**config.mk**
```make
export PLATFORM = sky130hd
export DESIGN_NAME = button_debounce_autorepeat
export DESIGN_NICKNAME = d
export VERILOG_FILES = /design/src/sv/bda_pkg.sv /design/src/sv/bda_csr.sv /design/src/sv/bda_repeat.sv /design/src/sv/bda_core.sv /design/src/sv/button_debounce_autorepeat.sv
export SDC_FILE = /design/constraint.sdc
export NUM_CORES = 1
export LEC_CHECK = 0
export BUFFER_PORTS_ARGS = -buffer_cell sky130_fd_sc_hd__buf_2
export CORE_MARGIN = 4
export CORE_UTILIZATION = 55
export DETAILED_ROUTE_END_ITERATION = 16
export GPL_TIMING_DRIVEN = 0
export PLACE_DENSITY = 0.77
export SLEW_MARGIN = 25
export SYNTH_ARGS = -nofsm -noshare
export SYNTH_HDL_FRONTEND = slang
export SYNTH_SLANG_ARGS = --single-unit
```
**constraint.sdc**
```tcl
create_clock -name clock -period 7.6 [get_ports clock]
set_input_delay 1.14 -clock clock [delete_from_list [all_inputs] [get_ports clock]]
set_output_delay 1.14 -clock clock [all_outputs]
set_load 0.1 [all_outputs]
```
**src/sv/bda_pkg.sv**
```systemverilog
`timescale 1ns / 1ps
// ----------------------------------------------------------------------------
// Button debounce package
// Shared constants, types and the d-pad encoder for the debounce block.
// ----------------------------------------------------------------------------
package bda_pkg;

   localparam int NUM_BUTTONS = 8;
   localparam int PIN_W       = 8;
   localparam int TIMER_W     = 16;
   localparam int FRAME_W     = 8;
   localparam int DELAY_W     = 15;
   localparam int DPAD_W      = 4;
   localparam int CSR_ADDR_W  = 4;
   localparam int CSR_DATA_W  = 32;
   localparam int RSP_DATA_W  = 40;

   // Configuration register indexes (byte address / 4).
   typedef enum logic [1:0] {
      REG_FRAME_MS           = 2'd0,
      REG_REPEAT_INITIAL_MS  = 2'd1,
      REG_REPEAT_INTERVAL_MS = 2'd2
   } csr_reg_type;

   localparam logic [FRAME_W-1:0] FRAME_MS_RESET           = 8'd16;
   localparam logic [DELAY_W-1:0] REPEAT_INITIAL_MS_RESET  = 15'd500;
   localparam logic [DELAY_W-1:0] REPEAT_INTERVAL_MS_RESET = 15'd100;

   // D-pad direction codes, clockwise from up.
   localparam logic signed [DPAD_W-1:0] DPAD_UP         = 4'sd0;
   localparam logic signed [DPAD_W-1:0] DPAD_UP_RIGHT   = 4'sd1;
   localparam logic signed [DPAD_W-1:0] DPAD_RIGHT      = 4'sd2;
   localparam logic signed [DPAD_W-1:0] DPAD_DOWN_RIGHT = 4'sd3;
   localparam logic signed [DPAD_W-1:0] DPAD_DOWN       = 4'sd4;
   localparam logic signed [DPAD_W-1:0] DPAD_DOWN_LEFT  = 4'sd5;
   localparam logic signed [DPAD_W-1:0] DPAD_LEFT       = 4'sd6;
   localparam logic signed [DPAD_W-1:0] DPAD_UP_LEFT    = 4'sd7;
   localparam logic signed [DPAD_W-1:0] DPAD_NONE       = -4'sd1;

   typedef struct packed {
      logic [FRAME_W-1:0] frame_ms;
      logic [DELAY_W-1:0] repeat_initial_ms;
      logic [DELAY_W-1:0] repeat_interval_ms;
   } cfg_type;

   typedef struct packed {
      logic signed [DPAD_W-1:0] dpad_direction;
      logic [PIN_W-1:0]         repeat_pulses;
      logic [PIN_W-1:0]         release_edges;
      logic [PIN_W-1:0]         press_edges;
      logic [PIN_W-1:0]         pressed_mask;
   } rsp_type;

   // Buttons 0..3 are up, down, left, right. Up beats down, left beats right.
   function automatic logic signed [DPAD_W-1:0] dpad_code(input logic [3:0] held);
      logic up, down, left, right;
      logic signed [DPAD_W-1:0] code;
      up    = held[0];
      down  = held[1];
      left  = held[2];
      right = held[3];
      if (up && left)        code = DPAD_UP_LEFT;
      else if (up && right)  code = DPAD_UP_RIGHT;
      else if (down && left) code = DPAD_DOWN_LEFT;
      else if (down && right) code = DPAD_DOWN_RIGHT;
      else if (up)           code = DPAD_UP;
      else if (down)         code = DPAD_DOWN;
      else if (left)         code = DPAD_LEFT;
      else if (right)        code = DPAD_RIGHT;
      else                   code = DPAD_NONE;
      return code;
   endfunction

endpackage

```
**src/sv/bda_csr.sv**
```systemverilog
`timescale 1ns / 1ps
// ----------------------------------------------------------------------------
// Debounce configuration registers
// APB-style register file holding frame time and auto-repeat delays.
// ----------------------------------------------------------------------------
module bda_csr (
   input  logic                                clock,
   input  logic                                reset,
   input  logic                                csr_psel,
   input  logic                                csr_penable,
   input  logic                                csr_pwrite,
   input  logic [bda_pkg::CSR_ADDR_W-1:0]      csr_paddr,
   input  logic [bda_pkg::CSR_DATA_W-1:0]      csr_pwdata,
   output logic [bda_pkg::CSR_DATA_W-1:0]      csr_prdata,
   output logic                                csr_pready,
   output bda_pkg::cfg_type                    cfg
);

   bda_pkg::cfg_type cfg_ff, cfg_in;
   logic             wr_en;

   assign csr_pready = 1'b1;
   assign wr_en      = csr_psel && csr_penable && csr_pwrite;
   assign cfg        = cfg_ff;

   always_comb begin
      cfg_in = cfg_ff;
      if (wr_en) begin
         case (csr_paddr[3:2])
            bda_pkg::REG_FRAME_MS: begin
               cfg_in.frame_ms = csr_pwdata[bda_pkg::FRAME_W-1:0];
            end
            bda_pkg::REG_REPEAT_INITIAL_MS: begin
               cfg_in.repeat_initial_ms = csr_pwdata[bda_pkg::DELAY_W-1:0];
            end
            bda_pkg::REG_REPEAT_INTERVAL_MS: begin
               cfg_in.repeat_interval_ms = csr_pwdata[bda_pkg::DELAY_W-1:0];
            end
            default: begin
               cfg_in = cfg_ff;
            end
         endcase
      end
   end

   always_comb begin
      case (csr_paddr[3:2])
         bda_pkg::REG_FRAME_MS: begin
            csr_prdata = {{(bda_pkg::CSR_DATA_W-bda_pkg::FRAME_W){1'b0}}, cfg_ff.frame_ms};
         end
         bda_pkg::REG_REPEAT_INITIAL_MS: begin
            csr_prdata = {{(bda_pkg::CSR_DATA_W-bda_pkg::DELAY_W){1'b0}},
                          cfg_ff.repeat_initial_ms};
         end
         bda_pkg::REG_REPEAT_INTERVAL_MS: begin
            csr_prdata = {{(bda_pkg::CSR_DATA_W-bda_pkg::DELAY_W){1'b0}},
                          cfg_ff.repeat_interval_ms};
         end
         default: begin
            csr_prdata = '0;
         end
      endcase
   end

   always_ff @(posedge clock) begin
      if (reset) begin
         cfg_ff.frame_ms           <= bda_pkg::FRAME_MS_RESET;
         cfg_ff.repeat_initial_ms  <= bda_pkg::REPEAT_INITIAL_MS_RESET;
         cfg_ff.repeat_interval_ms <= bda_pkg::REPEAT_INTERVAL_MS_RESET;
      end else begin
         cfg_ff <= cfg_in;
      end
   end

endmodule

```
**src/sv/bda_repeat.sv**
```systemverilog
`timescale 1ns / 1ps
// ----------------------------------------------------------------------------
// Auto-repeat timer
// Per-button hold timer that pulses after the initial delay and then once
// per repeat interval while the button stays pressed.
// ----------------------------------------------------------------------------
module bda_repeat (
   input  logic             clock,
   input  logic             reset,
   input  logic             advance,
   input  logic             held,
   input  logic             press,
   input  bda_pkg::cfg_type cfg,
   output logic             pulse
);

   logic [bda_pkg::TIMER_W-1:0] hold_timer_ff, hold_timer_in;
   logic                        repeating_ff, repeating_in;
   logic [bda_pkg::TIMER_W-1:0] base;
   logic [bda_pkg::TIMER_W-1:0] sum;
   logic [bda_pkg::TIMER_W-1:0] limit;
   logic                        rep_base;
   logic                        reached;

   always_comb begin
      // A fresh press starts from a cleared timer.
      base     = press ? '0 : hold_timer_ff;
      rep_base = press ? 1'b0 : repeating_ff;
      sum      = base + {{(bda_pkg::TIMER_W-bda_pkg::FRAME_W){1'b0}}, cfg.frame_ms};
      limit    = rep_base ? {1'b0, cfg.repeat_interval_ms} : {1'b0, cfg.repeat_initial_ms};
      reached  = (sum >= limit);

      pulse         = 1'b0;
      hold_timer_in = '0;
      repeating_in  = 1'b0;
      if (held) begin
         pulse         = reached;
         hold_timer_in = reached ? '0 : sum;
         repeating_in  = rep_base || reached;
      end
   end

   always_ff @(posedge clock) begin
      if (reset) begin
         hold_timer_ff <= '0;
         repeating_ff  <= 1'b0;
      end else if (advance) begin
         hold_timer_ff <= hold_timer_in;
         repeating_ff  <= repeating_in;
      end
   end

endmodule

```
**src/sv/bda_core.sv**
```systemverilog
`timescale 1ns / 1ps
// ----------------------------------------------------------------------------
// Debounce core
// Two-sample debounce, edge detection, auto-repeat timers and d-pad encoding
// for one frame tick.
// ----------------------------------------------------------------------------
module bda_core (
   input  logic                          clock,
   input  logic                          reset,
   input  logic                          advance,
   input  logic [bda_pkg::PIN_W-1:0]     pin_levels,
   input  bda_pkg::cfg_type              cfg,
   output bda_pkg::rsp_type              result
);

   localparam int NB = bda_pkg::NUM_BUTTONS;

   logic [NB-1:0] previous_sample_ff;
   logic [NB-1:0] stable_buttons_ff;
   logic [NB-1:0] raw;
   logic [NB-1:0] current;
   logic [NB-1:0] changed;
   logic [NB-1:0] pressed;
   logic [NB-1:0] released;
   logic [NB-1:0] pulses;

   // Pins are active low; buttons past the pin width read as released.
   for (genvar b = 0; b < NB; b++) begin : g_raw
      if (b < bda_pkg::PIN_W) begin : g_pin
         assign raw[b] = ~pin_levels[b];
      end else begin : g_none
         assign raw[b] = 1'b0;
      end
   end

   assign current  = (raw == previous_sample_ff) ? raw : stable_buttons_ff;
   assign changed  = current ^ stable_buttons_ff;
   assign pressed  = current & changed;
   assign released = ~current & changed;

   for (genvar b = 0; b < NB; b++) begin : g_btn
      bda_repeat u_repeat (
         .clock   (clock),
         .reset   (reset),
         .advance (advance),
         .held    (current[b]),
         .press   (pressed[b]),
         .cfg     (cfg),
         .pulse   (pulses[b])
      );
   end

   for (genvar i = 0; i < bda_pkg::PIN_W; i++) begin : g_out
      if (i < NB) begin : g_live
         assign result.pressed_mask[i]  = current[i];
         assign result.press_edges[i]   = pressed[i];
         assign result.release_edges[i] = released[i];
         assign result.repeat_pulses[i] = pulses[i];
      end else begin : g_zero
         assign result.pressed_mask[i]  = 1'b0;
         assign result.press_edges[i]   = 1'b0;
         assign result.release_edges[i] = 1'b0;
         assign result.repeat_pulses[i] = 1'b0;
      end
   end

   assign result.dpad_direction = bda_pkg::dpad_code(current[3:0]);

   always_ff @(posedge clock) begin
      if (reset) begin
         previous_sample_ff <= '0;
         stable_buttons_ff  <= '0;
      end else if (advance) begin
         previous_sample_ff <= raw;
         stable_buttons_ff  <= current;
      end
   end

endmodule

```
**src/sv/button_debounce_autorepeat.sv**
```systemverilog
`timescale 1ns / 1ps
// ----------------------------------------------------------------------------
// Button debounce with auto-repeat
// Debounces eight active-low buttons per frame tick, reports edges, per-button
// auto-repeat pulses and an eight-way d-pad direction.
//
//   Channel | Dir | Handshake         | Payload
//   req     | in  | tvalid / tready   | tdata[7:0] pin_levels
//   rsp     | out | tvalid / tready   | tdata[39:0] masks, pulses, d-pad
//   csr     | in  | psel / penable    | three config registers at 0x0, 0x4, 0x8
//
// One transaction per clock is sustained while the output does not stall: an
// input register feeds the debounce and timer logic. When a transaction leaves
// it, its result lands in the output register and the button state updates,
// so back-to-back ticks see each other's effect. A stalled output holds its
// transaction and the input register fills before req_tready drops.
// Synchronous reset clears all button state and loads the register defaults.
// ----------------------------------------------------------------------------
module button_debounce_autorepeat (
   input  logic                               clock,
   input  logic                               reset,
   input  logic                               req_tvalid,
   output logic                               req_tready,
   input  logic [bda_pkg::PIN_W-1:0]          req_tdata,   // [7:0] pin_levels
   output logic                               rsp_tvalid,
   input  logic                               rsp_tready,
   // [7:0] pressed_mask, [15:8] press_edges, [23:16] release_edges,
   // [31:24] repeat_pulses, [35:32] dpad_direction, [39:36] zero
   output logic [bda_pkg::RSP_DATA_W-1:0]     rsp_tdata,
   input  logic                               csr_psel,
   input  logic                               csr_penable,
   input  logic                               csr_pwrite,
   input  logic [bda_pkg::CSR_ADDR_W-1:0]     csr_paddr,
   input  logic [bda_pkg::CSR_DATA_W-1:0]     csr_pwdata,
   output logic [bda_pkg::CSR_DATA_W-1:0]     csr_prdata,
   output logic                               csr_pready
);

   bda_pkg::cfg_type              cfg;
   bda_pkg::rsp_type              result;
   logic                          in_valid_ff, in_valid_in;
   logic [bda_pkg::PIN_W-1:0]     pin_ff;
   logic                          out_valid_ff, out_valid_in;
   bda_pkg::rsp_type              out_data_ff;
   logic                          advance;
   logic                          req_accept;

   bda_csr u_csr (
      .clock       (clock),
      .reset       (reset),
      .csr_psel    (csr_psel),
      .csr_penable (csr_penable),
      .csr_pwrite  (csr_pwrite),
      .csr_paddr   (csr_paddr),
      .csr_pwdata  (csr_pwdata),
      .csr_prdata  (csr_prdata),
      .csr_pready  (csr_pready),
      .cfg         (cfg)
   );

   bda_core u_core (
      .clock      (clock),
      .reset      (reset),
      .advance    (advance),
      .pin_levels (pin_ff),
      .cfg        (cfg),
      .result     (result)
   );

   assign advance    = in_valid_ff && (!out_valid_ff || rsp_tready);
   assign req_tready = !in_valid_ff || advance;
   assign req_accept = req_tvalid && req_tready;

   always_comb begin
      in_valid_in = in_valid_ff;
      if (req_accept) begin
         in_valid_in = 1'b1;
      end else if (advance) begin
         in_valid_in = 1'b0;
      end
      out_valid_in = out_valid_ff;
      if (advance) begin
         out_valid_in = 1'b1;
      end else if (rsp_tready) begin
         out_valid_in = 1'b0;
      end
   end

   always_ff @(posedge clock) begin
      if (reset) begin
         in_valid_ff  <= 1'b0;
         out_valid_ff <= 1'b0;
      end else begin
         in_valid_ff  <= in_valid_in;
         out_valid_ff <= out_valid_in;
      end
   end

   always_ff @(posedge clock) begin
      if (req_accept) begin
         pin_ff <= req_tdata;
      end
      if (advance) begin
         out_data_ff <= result;
      end
   end

   assign rsp_tvalid = out_valid_ff;
   assign rsp_tdata  = {{(bda_pkg::RSP_DATA_W-$bits(bda_pkg::rsp_type)){1'b0}}, out_data_ff};

   // A transaction leaving the input register always shows up at the output.
   a_advance_fills_output: assert property (@(posedge clock) disable iff (reset)
      advance |=> rsp_tvalid)
      else $error("output register not loaded after advance");

   a_edges_disjoint: assert property (@(posedge clock) disable iff (reset)
      rsp_tvalid |-> ((out_data_ff.press_edges & out_data_ff.release_edges) == '0))
      else $error("button pressed and released on the same tick");

   a_edges_match_state: assert property (@(posedge clock) disable iff (reset)
      rsp_tvalid |-> (((out_data_ff.press_edges & ~out_data_ff.pressed_mask) == '0) &&
                      ((out_data_ff.release_edges & out_data_ff.pressed_mask) == '0)))
      else $error("edge disagrees with debounced state");

   a_dpad_none: assert property (@(posedge clock) disable iff (reset)
      rsp_tvalid |-> ((out_data_ff.pressed_mask[3:0] == 4'd0) ==
                      (out_data_ff.dpad_direction == bda_pkg::DPAD_NONE)))
      else $error("d-pad direction disagrees with direction buttons");

   a_pulse_needs_hold: assert property (@(posedge clock) disable iff (reset)
      rsp_tvalid |-> ((out_data_ff.repeat_pulses & ~out_data_ff.pressed_mask) == '0))
      else $error("repeat pulse on a released button");

endmodule

```
==> results by group <==
Die
  • Core area: 30600 sq um
  • Row count: 64
  • Die H: 184 um
  • Initial Util: 0.557
  • Die W: 184 um
  • Number of I/O pins: 126
  • DIE AREA: 33900 sq um

Clock network
  • Cts hold-fix bufs: 0
  • Num CTS Buffers: 28
  • Clock sinks: 236
  • CTS tree: done
  • Clock-pin slew on the worst setup and hold paths: 0.06 ns
  • CTS Buffer Depth: 3
  • Clk_lat worst skew: 0.58 ns
  • CTS HTree Levels: 1
  • Post-CTS Setup Bufs: 0
  • Root Buffer: clkbuf_16
  • Cts repair resizes: 0

Pwr
  • Net switching power: 0.000825 W
  • Comb pwr share: 0.095
  • Part of the power in the clock network: 0.481
  • Leakage: 8.25 nW
  • Switch share: 0.269
  • Int Power: 0.00225 W
  • Peak VDD IR: 0.191 mV
  • Power per Cell Area: 161 nW/um^2
  • Sequential share of power: 0.424

Placed design
  • Gp weighted congestion: 0.921
  • Hpwl dp: 37400 um
  • Port bufs: 84

Finish
  • Fill cell count: 2583
  • Synth-to-layout area growth: 12.1%
  • Share of post-route cells with drive strength above 1: 0.101
  • Final net count: 2286

Drt
  • DRT iter0 DRCs: 1341
  • Post-DRT Antenna Nets: 0
  • Total number of vias: 15300
  • Vias per cell: 6.23
  • Routed WL per cell: 21.5 um
  • Post-Route WL: 53000 um
  • Drt first pass iters: 6
  • DRC errors left: 0

Worst setup path
  • Reg-to-Reg End: u_core.g_btn[2].u_repeat.hold_timer_ff[7]$_SDFFE_PP0P_
  • Setup CP Type: reg -> reg
  • Worst flop-to-flop path startpoint: pin_ff[0]$_DFFE_PP_
  • R2R depth: 25
  • Peak fanout along the critical path: 10
  • WP data required: 8.11 ns
  • CP Capture Type: register
  • CP Launch Type: register
  • R2R setup slack: 1.29 ns
  • Crit path DAT: 6.83 ns

STA
  • Minimum clock period: 6.31 ns
  • Final setup vio count: 0
  • Final Hold Fails: 0
  • Hold Slack: 0.456 ns
  • Setup Skew: 0.0363 ns
  • Tightest Pin Transition: 1.17 ns
  • RSZ-0062 raised after global routing: false
  • Setup_tns: 0 ns
  • Rel. slew slack: 0.220
  • Tcrit/Tclk final: 0.831
  • Number of max-slew violations in the final report: 0
  • Top achievable clock speed: 158 MHz

Global routing
  • Initial antenna violation count: 1
  • Vias in the first global route: 14900
  • Total GRT Usage: 0.303
  • First-pass GRT wire length: 81000 um
  • Congestion Overflow GR: 0
  • Pin count of the biggest net entering global routing: 39

Hold path
  • Hold path endpoint: u_core.g_btn[5].u_repeat.hold_timer_ff[4]$_SDFFE_PP0P_
  • Worst hold start: u_core.g_btn[5].u_repeat.hold_timer_ff[4]$_SDFFE_PP0P_
  • Hold Path Depth: 1
  • Worst hold path class: reg -> reg

Synthesis
  • Asr flop ratio synth: 0
  • Seq/Total Area, Yosys: 0.303
  • Synth cell count leaders: dfxtp_1 (192), ha_1 (184), nand2_1 (158)
  • Yosys top cell by area: dfxtp_1
  • Yosys top cell area share: 0.226
  • Top_reg_cell synth: dfxtp_1
  • Top-count cell post-synth: dfxtp_1
  • Synthesized area per cell: 8.93 sq um
  • Cell count after synthesis: 1907
  • Synth Warn #: 0
  • Synth cell types: 74
  • Synthesized cell area: 17000 sq um
  • Synth area leaders: dfxtp_1 (23%), ha_1 (14%), edfxtp_1 (7.8%)
  • Post-synth EDFFs: 44
  • Register bit total from synthesis: 236

Outcome
  • Status: finished clean

Run
  • Max-cap violations: 0
[layout by cell type, fill, tap and decap left out, types with 9 or more instances in the layout]
master     instances
nand2b_1          19
nor3_1            15
xnor2_1           55
edfxtp_1          44
xor2_1            56
inv_1             58
a211o_1           10
nand4_1           29
conb_1            22
ha_1             184
nand3_1           33
o21ai_0           72
clkbuf_16         32
a21oi_1           92
buf_2            102
a21o_1            36
nand3b_1          10
and3_1            23
buf_4             28
mux2i_1          129
o211ai_1          11
o21a_1            24
nand2_1          158
a211oi_1          31
nor2b_1           26
and2_1            78
a22o_1            96
a2111oi_0          9
a32o_1            11
dfxtp_1          192
clkbuf_1          46
nor2_1           149
buf_1             34
[final cells by class]
| cell class | instances | area (sq um) | share of cell area |
|---|---|---|---|
| multi-input combinational | 1502 | 11100 | 0.582 |
| buffer | 126 | 623 | 0.0326 |
| timing repair buffer | 86 | 455 | 0.0238 |
| sequential | 236 | 5160 | 0.270 |
| clock inverter | 17 | 203 | 0.0106 |
| clock buffer | 35 | 812 | 0.0425 |
| inverter | 63 | 236 | 0.0124 |
| antenna | 1 | 2.50 | 0.000131 |
| tap | 396 | 495 | 0.0259 |
[flip-flops by register name, indices dropped and copies added, names as in the netlist]
name,flops
rsp_tdata,36
pin_ff,8
u_csr.cfg,38
u_core.g_btn.u_repeat.hold_timer_ff,128
in_valid_ff,1
u_core.previous_sample_ff,8
u_core.stable_buttons_ff,8
u_core.g_btn.u_repeat.repeating_ff,8
rsp_tvalid,1
[metal layers]
metal | global-route usage | part of all wire | vias to the layer above
li1 | - | - | 7191
met1 | 0.382 | 0.39 | 7222
met2 | 0.482 | 0.45 | 710
met3 | 0.0530 | 0.093 | 220
met4 | 0.187 | 0.072 | 0
met5 | 0 | 0 | -
[critical path, stage by stage (launching register included)]
cell and delay, ns:
edfxtp_1 0.51, xor2_1 0.18, nand4_1 0.18, or2_1 0.31
buf_2 0.19, or3_1 0.37, buf_2 0.20, clkbuf_1 0.25
and2_1 0.24, ha_1 0.22, inv_1 0.08, fa_1 0.21
nor2b_1 0.07, o31a_1 0.25, o21ai_0 0.26, a211o_1 0.27
nor2_1 0.08, xnor2_1 0.20, nor2_1 0.09, ha_1 0.31
nand4_1 0.12, nor2_1 0.06, a2111oi_0 0.39, o21ai_0 0.35
a2111oi_4 0.63, a22o_1 0.23
[metrics by stage]
| stage | power, W | util | instance area, sq um | setup slack [ns] | instances |
|---|---|---|---|---|---|
| after floorplan | 0.00154 | - | 17100 | 2.28 | 1927 |
| after global placement | 0.00161 | 0.589 | 18000 | 1.20 | 2407 |
| after detailed placement | 0.00161 | 0.591 | 18100 | 1.31 | 2409 |
| after CTS | 0.00307 | 0.624 | 19100 | 1.22 | 2461 |
| after global routing | 0.00314 | 0.624 | 19100 | 0.850 | 2461 |
| final | 0.00307 | 0.625 | 19100 | 1.29 | 2462 |
[power groups by stage]
stage	logic (W)	registers (W)	clock network, W
floorplan	0.000168	0.00137	0
global placement	0.000278	0.00133	0
detailed placement	0.000286	0.00133	0
CTS	0.000287	0.00130	0.00148
global route	0.000305	0.00130	0.00153
finish	0.000293	0.00130	0.00148
[how the worst max path moves through the flow]
stage / startpoint / to / slack, ns / depth (start not counted)
after floorplan: pin_ff[6]$_DFFE_PP_ / u_core.g_btn[4].u_repeat.hold_timer_ff[9]$_SDFFE_PP0P_ / 2.28 / 26
after global placement: pin_ff[7]$_DFFE_PP_ / u_core.g_btn[4].u_repeat.hold_timer_ff[9]$_SDFFE_PP0P_ / 1.20 / 26
after detailed placement: pin_ff[0]$_DFFE_PP_ / u_core.g_btn[6].u_repeat.hold_timer_ff[3]$_SDFFE_PP0P_ / 1.31 / 25
after CTS: pin_ff[6]$_DFFE_PP_ / u_core.g_btn[6].u_repeat.hold_timer_ff[8]$_SDFFE_PP0P_ / 1.22 / 25
after global routing: pin_ff[0]$_DFFE_PP_ / u_core.g_btn[2].u_repeat.hold_timer_ff[7]$_SDFFE_PP0P_ / 0.85 / 25
final: pin_ff[0]$_DFFE_PP_ / u_core.g_btn[2].u_repeat.hold_timer_ff[7]$_SDFFE_PP0P_ / 1.29 / 25
[cell families (layout without fill, tap and decap cells)]
family | Yosys count | in the layout | share of synthesized area
and+or+nand+nor | 583 | 583 | 0.169
AOI/OAI and AO/OA | 457 | 457 | 0.194
DFF | 236 | 236 | 0.303
adders and majority gates | 192 | 192 | 0.145
buffers and inverters | 189 | 327 | 0.0502
muxes | 137 | 137 | 0.0811
xor gates and xnor gates | 111 | 111 | 0.0571
other | 2 | 23 | 0.000441
Note: power is estimated with default switching activity, not from simulation.
